--- config.mk ---
export PLATFORM = sky130hd
export DESIGN_NAME = grid_phase_ramp_generator
export DESIGN_NICKNAME = d
export VERILOG_FILES = /design/src/hw/rtl/gprg_pkg.sv /design/src/hw/rtl/gprg_ctrl.sv /design/src/hw/rtl/gprg_dp.sv /design/src/hw/rtl/grid_phase_ramp_generator.sv
export SDC_FILE = /design/constraint.sdc
export NUM_CORES = 2
export LEC_CHECK = 0
export ABC_AREA = 1
export BUFFER_PORTS_ARGS = -buffer_cell sky130_fd_sc_hd__buf_2
export CAP_MARGIN = 20
export CORE_UTILIZATION = 51
export DETAILED_ROUTE_END_ITERATION = 8
export PLACE_DENSITY = 0.7
export SLEW_MARGIN = 30
export SYNTH_ARGS = -nofsm -noshare
export SYNTH_HDL_FRONTEND = slang
export SYNTH_SLANG_ARGS = --single-unit
export TNS_END_PERCENT = 30
--- constraint.sdc ---
create_clock -name clk_i -period 10.7 [get_ports clk_i]
set_input_delay 1.605 -clock clk_i [delete_from_list [all_inputs] [get_ports clk_i]]
set_output_delay 1.605 -clock clk_i [all_outputs]
set_load 0.01 [all_outputs]
--- src/hw/rtl/gprg_pkg.sv ---
// gprg_pkg: shared types, constants and cordic angle table for the phase ramp generator
// no dependencies
package gprg_pkg;

  localparam int CordicN = 30;
  localparam int AxisW = 9;
  localparam int IdxW = 24;

  typedef struct packed {
    logic load;      // capture request
    logic restart;
    logic cstart;    // start cordic pass
    logic cstep;     // one cordic iteration
  } gprg_cmd_t;

  typedef struct packed {
    logic pos_done;  // positions and products ready
    logic cordic_last;
  } gprg_sts_t;

  typedef enum logic [4:0] {
    ST_IDLE  = 5'b00001,
    ST_POS   = 5'b00010,
    ST_PHASE = 5'b00100,
    ST_ROT   = 5'b01000,
    ST_OUT   = 5'b10000
  } gprg_state_e;

  localparam logic [2:0] RegSizes = 3'd0;
  localparam logic [2:0] RegOrigin = 3'd1;
  localparam logic [2:0] RegExtent = 3'd2;
  localparam logic [2:0] RegStepX = 3'd3;
  localparam logic [2:0] RegStepY = 3'd4;
  localparam logic [2:0] RegStepZ = 3'd5;

  function automatic logic [31:0] atan_turn(input logic [4:0] i);
    logic [31:0] r;
    begin
      case (i)
        5'd0: r = 32'h20000000; 5'd1: r = 32'h12E4051E; 5'd2: r = 32'h09FB385B;
        5'd3: r = 32'h051111D4; 5'd4: r = 32'h028B0D43; 5'd5: r = 32'h0145D7E1;
        5'd6: r = 32'h00A2F61E; 5'd7: r = 32'h00517C55; 5'd8: r = 32'h0028BE53;
        5'd9: r = 32'h00145F2F; 5'd10: r = 32'h000A2F98; 5'd11: r = 32'h000517CC;
        5'd12: r = 32'h00028BE6; 5'd13: r = 32'h000145F3; 5'd14: r = 32'h0000A2FA;
        5'd15: r = 32'h0000517D; 5'd16: r = 32'h000028BE; 5'd17: r = 32'h0000145F;
        5'd18: r = 32'h00000A30; 5'd19: r = 32'h00000518; 5'd20: r = 32'h0000028C;
        5'd21: r = 32'h00000146; 5'd22: r = 32'h000000A3; 5'd23: r = 32'h00000051;
        5'd24: r = 32'h00000029; 5'd25: r = 32'h00000014; 5'd26: r = 32'h0000000A;
        5'd27: r = 32'h00000005; 5'd28: r = 32'h00000003; 5'd29: r = 32'h00000001;
        default: r = 32'h0;
      endcase
      return r;
    end
  endfunction

endpackage

--- src/hw/rtl/gprg_ctrl.sv ---
// gprg_ctrl: sequencer for one request (position step, phase, cordic, output)
// depends on gprg_pkg
module gprg_ctrl import gprg_pkg::*; (
  input  logic      clk_i,
  input  logic      rst_ni,
  input  logic      in_valid_i,
  input  logic      in_restart_i,
  output logic      in_ready_o,
  output logic      out_valid_o,
  input  logic      out_ready_i,
  output gprg_cmd_t cmd_o,
  input  gprg_sts_t sts_i
);
  gprg_state_e state_q, state_d;

  always_comb begin
    state_d = state_q;
    cmd_o = '0;
    cmd_o.restart = in_restart_i;
    case (state_q)
      ST_IDLE: begin
        if (in_valid_i) begin
          cmd_o.load = 1'b1;
          state_d = ST_POS;
        end
      end
      ST_POS: begin
        if (sts_i.pos_done) state_d = ST_PHASE;
      end
      ST_PHASE: begin
        cmd_o.cstart = 1'b1;
        state_d = ST_ROT;
      end
      ST_ROT: begin
        cmd_o.cstep = 1'b1;
        if (sts_i.cordic_last) state_d = ST_OUT;
      end
      ST_OUT: begin
        if (out_ready_i) state_d = ST_IDLE;
      end
      default: state_d = ST_IDLE;
    endcase
  end

  assign in_ready_o = (state_q == ST_IDLE);
  assign out_valid_o = (state_q == ST_OUT);

  always_ff @(posedge clk_i or negedge rst_ni) begin
    if (!rst_ni) begin
      state_q <= ST_IDLE;
    end else begin
      state_q <= state_d;
    end
  end
endmodule

--- src/hw/rtl/gprg_dp.sv ---
// gprg_dp: sweep counters, window test, index and phase products, iterative cordic
// depends on gprg_pkg
module gprg_dp import gprg_pkg::*; #(
  parameter int MaxDim = 256,
  parameter int PhaseBits = 24,
  parameter int OutFracBits = 16
) (
  input  logic                          clk_i,
  input  logic                          rst_ni,
  input  logic [26:0]                   sizes_i,
  input  logic [26:0]                   origin_i,
  input  logic [26:0]                   extent_i,
  input  logic [23:0]                   step_x_i,
  input  logic [23:0]                   step_y_i,
  input  logic [23:0]                   step_z_i,
  input  gprg_cmd_t                     cmd_i,
  output gprg_sts_t                     sts_o,
  output logic                          in_window_o,
  output logic [IdxW-1:0]               buffer_index_o,
  output logic signed [OutFracBits+1:0] cos_value_o,
  output logic signed [OutFracBits+1:0] sin_value_o,
  output logic                          last_point_o
);
  localparam int OutW = OutFracBits + 2;
  localparam int PW = PhaseBits;
  // clamped axis sizes of the reset grid (32, 32, 4)
  localparam int RstNX = (MaxDim < 32) ? MaxDim : 32;
  localparam int RstNZ = (MaxDim < 4) ? MaxDim : 4;

  // axis sizes clamped to 1..MaxDim
  logic [AxisW-1:0] n [3];
  logic signed [AxisW:0] lo [3], hi [3];
  always_comb begin
    for (int a = 0; a < 3; a++) begin
      n[a] = sizes_i[a*AxisW +: AxisW];
      if (n[a] == '0) n[a] = AxisW'(1);
      if (32'(n[a]) > MaxDim) n[a] = AxisW'(MaxDim);
      lo[a] = -$signed({2'b0, n[a][AxisW-1:1]});
      hi[a] = $signed({1'b0, n[a]}) - 10'sd1 + lo[a];
    end
  end

  // positions; reset equals first point of the reset sizes
  logic signed [AxisW:0] pos_q [3], pos_d [3];
  always_comb begin
    pos_d = pos_q;
    if (cmd_i.restart) begin
      for (int a = 0; a < 3; a++) pos_d[a] = lo[a];
    end else if (pos_q[2] >= hi[2]) begin
      pos_d[2] = lo[2];
      if (pos_q[1] >= hi[1]) begin
        pos_d[1] = lo[1];
        pos_d[0] = (pos_q[0] >= hi[0]) ? lo[0] : pos_q[0] + 10'sd1;
      end else pos_d[1] = pos_q[1] + 10'sd1;
    end else pos_d[2] = pos_q[2] + 10'sd1;
  end

  // pipeline sub-stage counter in POS: 0 positions, 1 products, 2 sums
  logic [1:0] sub_q;
  assign sts_o.pos_done = (sub_q == 2'd2);

  always_ff @(posedge clk_i or negedge rst_ni) begin
    if (!rst_ni) begin
      sub_q <= '0;
      pos_q[0] <= (AxisW+1)'(-(RstNX / 2));
      pos_q[1] <= (AxisW+1)'(-(RstNX / 2));
      pos_q[2] <= (AxisW+1)'(-(RstNZ / 2));
    end else begin
      if (cmd_i.load) begin
        pos_q <= pos_d;
        sub_q <= 2'd0;
      end else if (sub_q != 2'd2) sub_q <= sub_q + 2'd1;
      else if (cmd_i.cstart) sub_q <= 2'd0;
    end
  end

  // wrapped coordinates and window test
  logic [AxisW-1:0] w [3], o [3], e [3];
  logic inwin;
  logic [AxisW:0] rel [3];
  always_comb begin
    inwin = 1'b1;
    for (int a = 0; a < 3; a++) begin
      w[a] = pos_q[a][AxisW] ? AxisW'(pos_q[a] + $signed({1'b0, n[a]})) : pos_q[a][AxisW-1:0];
      o[a] = origin_i[a*AxisW +: AxisW];
      e[a] = extent_i[a*AxisW +: AxisW];
      rel[a] = {1'b0, w[a]} - {1'b0, o[a]};
      if (w[a] < o[a] || {1'b0, w[a]} >= {1'b0, o[a]} + {1'b0, e[a]}) inwin = 1'b0;
    end
  end

  function automatic logic [PW-1:0] align(input logic [23:0] s);
    logic [55:0] t;
    begin
      t = {s, 32'b0};
      return t[55 -: PW];
    end
  endfunction

  // products registered, then sums
  logic [PW-1:0] px_q, py_q, pz_q, ph_q;
  logic [IdxW-1:0] eyz_q, ia_q, ib_q, idx_q;
  logic inwin_q, last_q;
  always_ff @(posedge clk_i) begin
    if (sub_q == 2'd0 && !cmd_i.load) begin
      px_q <= PW'(align(step_x_i) * PW'($unsigned(32'(pos_q[0]))));
      py_q <= PW'(align(step_y_i) * PW'($unsigned(32'(pos_q[1]))));
      pz_q <= PW'(align(step_z_i) * PW'($unsigned(32'(pos_q[2]))));
      eyz_q <= IdxW'(e[1] * e[2]);
      ib_q <= IdxW'(rel[1][AxisW-1:0] * e[2]) + IdxW'(rel[2][AxisW-1:0]);
      inwin_q <= inwin;
      last_q <= (pos_q[0] >= hi[0]) && (pos_q[1] >= hi[1]) && (pos_q[2] >= hi[2]);
    end
    if (sub_q == 2'd1) begin
      ph_q <= px_q + py_q + pz_q;
      ia_q <= IdxW'(rel[0][AxisW-1:0] * eyz_q);
    end
    if (sub_q == 2'd2 && cmd_i.cstart) idx_q <= ia_q + ib_q;
  end

  // iterative cordic, one iteration per cycle
  logic signed [33:0] x_q, y_q;
  logic signed [32:0] z_q;
  logic [1:0] q_q;
  logic [4:0] it_q;
  logic [31:0] t, u;
  assign t = 32'({ph_q, 32'b0} >> PW);
  assign u = t + 32'h20000000;
  assign sts_o.cordic_last = (it_q == 5'(CordicN - 1));

  always_ff @(posedge clk_i) begin
    if (cmd_i.cstart) begin
      x_q <= 34'sd652032874;
      y_q <= '0;
      z_q <= $signed({3'b0, u[29:0]}) - 33'sh20000000;
      q_q <= u[31:30];
      it_q <= '0;
    end else if (cmd_i.cstep) begin
      if (!z_q[32]) begin
        x_q <= x_q - (y_q >>> it_q);
        y_q <= y_q + (x_q >>> it_q);
        z_q <= z_q - $signed({1'b0, atan_turn(it_q)});
      end else begin
        x_q <= x_q + (y_q >>> it_q);
        y_q <= y_q - (x_q >>> it_q);
        z_q <= z_q + $signed({1'b0, atan_turn(it_q)});
      end
      it_q <= it_q + 5'd1;
    end
  end

  function automatic logic signed [OutW-1:0] rnd(input logic signed [34:0] v);
    logic signed [34:0] r, lim;
    begin
      lim = 35'sd1 <<< OutFracBits;
      r = (v + (35'sd1 <<< (29 - OutFracBits))) >>> (30 - OutFracBits);
      if (r > lim) r = lim;
      if (r < -lim) r = -lim;
      return OutW'(r);
    end
  endfunction

  logic signed [34:0] cx, cy;
  always_comb begin
    case (q_q)
      2'd0: begin cx = 35'(x_q); cy = 35'(y_q); end
      2'd1: begin cx = -35'(y_q); cy = 35'(x_q); end
      2'd2: begin cx = -35'(x_q); cy = -35'(y_q); end
      default: begin cx = 35'(y_q); cy = -35'(x_q); end
    endcase
  end

  assign in_window_o = inwin_q;
  assign buffer_index_o = inwin_q ? idx_q : '0;
  assign cos_value_o = inwin_q ? rnd(cx) : '0;
  assign sin_value_o = inwin_q ? rnd(cy) : '0;
  assign last_point_o = last_q;
endmodule

--- src/hw/rtl/grid_phase_ramp_generator.sv ---
// grid_phase_ramp_generator: top level, apb register file, controller and datapath
// depends on gprg_pkg, gprg_ctrl, gprg_dp
//
// usage:
//  - input channel (in_valid_i/in_ready_o, in_restart_i): each request steps the
//    3-d sweep one point (z fastest, x slowest) or restarts it at the first point
//  - output channel (out_valid_o/out_ready_i): one result per request with
//    window flag, window-relative buffer index, cos/sin phasor and last flag
//  - apb port writes/reads the six configuration registers at 4*i
// timing:
//  - one request at a time; out_valid_o rises after the products, sums and index,
//    a cordic load and 30 cordic iterations, set by the iterative cordic rotator
//  - a new request is taken only after the result is taken and the controller
//    is back in idle
// reset:
//  - registers return to defaults; the first point of the reset grid is loaded,
//    so the first non-restart request gives the second point
// stall:
//  - the result holds on the output until out_ready_i; no new request is taken
module grid_phase_ramp_generator import gprg_pkg::*; #(
  parameter int MaxDim = 256,
  parameter int PhaseBits = 24,
  parameter int OutFracBits = 16
) (
  input  logic                          clk_i,
  input  logic                          rst_ni,
  input  logic                          psel,
  input  logic                          penable,
  input  logic                          pwrite,
  input  logic [4:0]                    paddr,
  input  logic [31:0]                   pwdata,
  output logic [31:0]                   prdata,
  output logic                          pready,
  input  logic                          in_valid_i,
  output logic                          in_ready_o,
  input  logic                          in_restart_i,
  output logic                          out_valid_o,
  input  logic                          out_ready_i,
  output logic                          out_in_window_o,
  output logic [23:0]                   out_buffer_index_o,
  output logic signed [OutFracBits+1:0] out_cos_value_o,
  output logic signed [OutFracBits+1:0] out_sin_value_o,
  output logic                          out_last_point_o
);
  logic [26:0] sizes_q, origin_q, extent_q;
  logic [23:0] stx_q, sty_q, stz_q;
  logic wr;
  logic [2:0] ra;

  assign pready = 1'b1;
  assign ra = paddr[4:2];
  assign wr = psel && penable && pwrite;

  // register file
  always_ff @(posedge clk_i or negedge rst_ni) begin
    if (!rst_ni) begin
      sizes_q <= 27'd1064992;
      origin_q <= '0;
      extent_q <= 27'd1064992;
      stx_q <= '0;
      sty_q <= '0;
      stz_q <= '0;
    end else if (wr) begin
      case (ra)
        RegSizes: sizes_q <= pwdata[26:0];
        RegOrigin: origin_q <= pwdata[26:0];
        RegExtent: extent_q <= pwdata[26:0];
        RegStepX: stx_q <= pwdata[23:0];
        RegStepY: sty_q <= pwdata[23:0];
        RegStepZ: stz_q <= pwdata[23:0];
        default: ;
      endcase
    end
  end

  // read mux
  always_comb begin
    case (ra)
      RegSizes: prdata = {5'b0, sizes_q};
      RegOrigin: prdata = {5'b0, origin_q};
      RegExtent: prdata = {5'b0, extent_q};
      RegStepX: prdata = {8'b0, stx_q};
      RegStepY: prdata = {8'b0, sty_q};
      RegStepZ: prdata = {8'b0, stz_q};
      default: prdata = '0;
    endcase
  end

  gprg_cmd_t cmd;
  gprg_sts_t sts;

  gprg_ctrl u_ctrl (
    .clk_i, .rst_ni, .in_valid_i, .in_restart_i, .in_ready_o,
    .out_valid_o, .out_ready_i, .cmd_o(cmd), .sts_i(sts)
  );

  gprg_dp #(.MaxDim(MaxDim), .PhaseBits(PhaseBits), .OutFracBits(OutFracBits)) u_dp (
    .clk_i, .rst_ni,
    .sizes_i(sizes_q), .origin_i(origin_q), .extent_i(extent_q),
    .step_x_i(stx_q), .step_y_i(sty_q), .step_z_i(stz_q),
    .cmd_i(cmd), .sts_o(sts),
    .in_window_o(out_in_window_o), .buffer_index_o(out_buffer_index_o),
    .cos_value_o(out_cos_value_o), .sin_value_o(out_sin_value_o),
    .last_point_o(out_last_point_o)
  );

  // never take a request while a result is held
  a_excl: assert property (@(posedge clk_i) disable iff (!rst_ni)
    !(in_ready_o && out_valid_o)) else $error("ready while result pending");

  // accept leads to busy next cycle
  a_busy: assert property (@(posedge clk_i) disable iff (!rst_ni)
    in_valid_i && in_ready_o |=> !in_ready_o) else $error("no busy after accept");

  // outside the window the phasor is zero
  a_zero: assert property (@(posedge clk_i) disable iff (!rst_ni)
    out_valid_o && !out_in_window_o |-> out_cos_value_o == '0 && out_sin_value_o == '0)
    else $error("phasor outside window");
endmodule
==> summary by stage <==
Yosys
After synthesis, flip-flops and latches occupy 18.8% of the total area. The warning count from the yosys run is 0. The count of cell types in the netlist is 67. By count the netlist is led by nand2_1 (2463), inv_1 (1815), nor2_1 (693). Summed over all instances, the cell type with the most area after synthesis is fa_1. The mean area per synthesized cell is 7.25 um^2. After synthesis, the largest area contributor takes up 18.6% of total cell area. In the synthesized netlist the dominant register cell turns out to be edfxtp_1.

Sorting the synthesized cells by area gives the leading types as fa_1 (19%), nand2_1 (13%), ha_1 (11%). The proportion of synthesized flip-flops having asynchronous set or reset is 37.2%. The synthesized design contains 511 register bits. Summing every instance area after synthesis gives 71100 um^2. Yosys mapped a number of flops with a built-in enable equal to 218. Among all cell types in the netlist, the one instantiated most often is nand2_1.

The synthesized instance count is 9807.

Timing
The worst path in the final design needs a cycle of 9270 ps, including I/O delays and setup. The final setup violation count is 0. Setup repair after global routing left no endpoint under its margin.

The headroom to the max-slew limit is 37.4%. Dividing the final minimum period by the clock period gives 86.7%. For the final database, setup skew stands at 49.6 ps. The maximum clock frequency is 108 MHz. The hold violation total from the final report is 0.

The number of max-slew violations in the final report is 0. The setup TNS is 0 ps. The slew of the pin with the lowest slew margin is 929 ps. The minimum hold slack is 520 ps.

Worst setup path
The biggest cell delay along the critical path is 660 ps. For the worst setup path, the data required time is 11150 ps. The worst register-to-register path begins at sizes_q[14]$_DFFE_PN1P_. Counting cells, the worst reg-to-reg path comes to 40. The worst-path cell with the longest stage delay is o21ai_0. STA classifies the critical path endpoint as a flip-flop.

The endpoint of the lowest-slack register-to-register path is u_dp.ib_q[17]$_DFFE_PP_. The type of element launching the critical path is a flip-flop. The critical path is of the reg -> reg type. Among the stages of the critical path, the cell type that occurs most often is fa_1. In this run the worst path has a maximum fanout of 7. The setup check on the worst reg-to-reg path leaves a slack of 1430 ps. The arrival time at the worst endpoint is 9720 ps.

Place
The cell area after placement is 73000 um^2. The final weighted congestion in routability-driven placement is 0.993. In this run the tool buffered the top-level ports with 128 buffer cells.

Detailed placement ended at an HPWL of 173000 um.

Clock tree
The clock transition at the registers of the reported paths is 70 ps. TritonCTS created 60 clock buffers. The number of levels in the clock H-tree is 2. The clock root buffer is clkbuf_16. The CTS tree is yes. After clock tree synthesis, the flow added hold-fix buffers numbering 0. The clock net sink count is 511. The latest clock arrival within the worst-skew pair is 730 ps.

In this run the post-CTS setup repair buffer count came out at 0. The worst-case clock buffer depth is 3. Post-CTS repair changed the size of 0 cells.

Route
After detailed routing, the number of remaining DRC violations is 0. Once detail routing completed, the nets flagged for antenna violations numbered 0. The final route contains 63.7k vias.

For this block, the initial DRC count from the detailed router was 5727. The post-detailed-routing wire length is 217000 um. The detailed-router iteration count before antenna repair is 6. Using the TritonRoute via totals, the vias-per-cell ratio works out to 5.52. In the final routed layout, each cell accounts on average for 18.8 um.

GRT
Global routing used 30.7% of the available tracks. The via count of the first global-routing pass was 63.0k. Global routing finished with a remaining overflow of 0. The first global-routing pass estimated 343000 um of wire. The largest net degree at the start of global routing is 89. The initial antenna violation count came to 4.

Floorplanning
After floorplanning, the core was sized to cover 138000 um^2. The floorplan step defined a die boundary enclosing 141000 um^2. After floorplanning, the core was divided into 136 placement rows. The die is 375 um wide. In this run the vertical extent of the chip is 375 um. The I/O pin total is 142. For this configuration, the core starts out at a cell density of 51.6%.

Worst hold path
The terminating pin of the worst hold path is origin_q[26]$_DFFE_PN0P_. The worst hold path belongs to the class reg -> reg. The launch instance of the worst min-delay path is origin_q[26]$_DFFE_PN0P_. The number of instances on the worst hold path is 2.

Job
The number of maximum-capacitance constraint violations is 0.

Final layout
Relative to the synthesized area, the layout overhead comes to 5.56%. For this run, the post-layout net count is 11.0k. The fraction of final layout cells with drive strength greater than 1 is 4.98%. The final instance area is 75100 um^2.

Cells fill 54.5% of the core in the end.

Run status
The flow ran to the end, and the final reports show no timing, DRC or antenna violations.
[area by class of cell]
type / count / area (um^2)
fillers: 13400 / 62800
multi-input cells: 7100 / 49400
flip-flops and latches: 511 / 13400
inverters: 1831 / 6880
well taps: 1794 / 2240
clock buffers: 73 / 1580
repair buffers: 187 / 1120
clock inverters: 41 / 477
diodes: 1 / 2.50
[flip-flops by register name (all words and copies together) (netlist names), 27 cells and up, named ones only]
| register | cells |
|---|---|
| extent_q | 27 |
| origin_q | 27 |
| sizes_q | 27 |
| u_dp.pos_q | 30 |
| u_dp.x_q | 34 |
| u_dp.y_q | 34 |
| u_dp.z_q | 33 |
[cells in the final DEF, fill, tap and decap left out, types with 56 or more instances in the layout]
| master | count |
|---|---|
| nand4_1 | 58 |
| a21oi_1 | 446 |
| xnor2_1 | 143 |
| inv_1 | 1810 |
| buf_2 | 127 |
| o21ai_0 | 656 |
| nor3_1 | 66 |
| nand3_1 | 420 |
| xor2_1 | 306 |
| buf_4 | 56 |
| ha_1 | 645 |
| nor2_1 | 687 |
| fa_1 | 661 |
| dfrtp_1 | 162 |
| o211ai_1 | 79 |
| dfxtp_1 | 100 |
| clkbuf_16 | 60 |
| nand2_1 | 2463 |
| edfxtp_1 | 218 |
[critical path, delay by kind of cell, from the launching register on]
family                   cells  cell delay, ps
buffers and inverters        7             590
AND/OR/NAND/NOR             12            1510
flip-flops                   1             530
XOR/XNOR                     2             290
adder cells (fa/ha/maj)      9            3800
AO/OA/AOI/OAI               10            2280
[cells by family after synthesis]
kind of cell    Yosys count  share of synthesized area, %
simple gates           3871                          22.2
buf+inv                2200                          11.9
flops                   511                          18.8
compound gates         1457                          11.4
mux                      10                         0.141
other cells               2                        0.0106
fa+ha+maj              1306                          30.0
xor+xnor                450                          5.54
[worst max path at each step]
stage	slack, ps	endpoint	from	cells past startpoint
global route	830	u_dp.ia_q[23]$_DFFE_PN_	sizes_q[7]$_DFFE_PN0P_	45
CTS	1520	u_dp.ib_q[17]$_DFFE_PP_	sizes_q[14]$_DFFE_PN1P_	40
finish	1430	u_dp.ib_q[17]$_DFFE_PP_	sizes_q[14]$_DFFE_PN1P_	40
global placement	1700	u_dp.ib_q[17]$_DFFE_PP_	sizes_q[14]$_DFFE_PN1P_	40
detailed placement	1560	u_dp.ib_q[17]$_DFFE_PP_	sizes_q[14]$_DFFE_PN1P_	40
floorplan	2380	u_dp.ib_q[16]$_DFFE_PP_	sizes_q[16]$_DFFE_PN0P_	43
[per-layer routing]
metal | wire length (um) | GRT usage, %
met1 | 91600 | 40.4
met2 | 99600 | 50.8
met3 | 13800 | 2.85
met4 | 11700 | 14.7
met5 | 0 | 0
[metrics by stage]
step / instances / setup WS (ps)
2_1_floorplan: 9811 / 2380
3_3_place_gp: 11400 / 1700
3_5_place_dp: 11400 / 1560
4_1_cts: 11500 / 1520
5_1_grt: 11500 / 831
6_report: 11500 / 1430
Power is not shown: default switching activity piles up to over one toggle a cycle in this logic, so the estimate is an artifact.
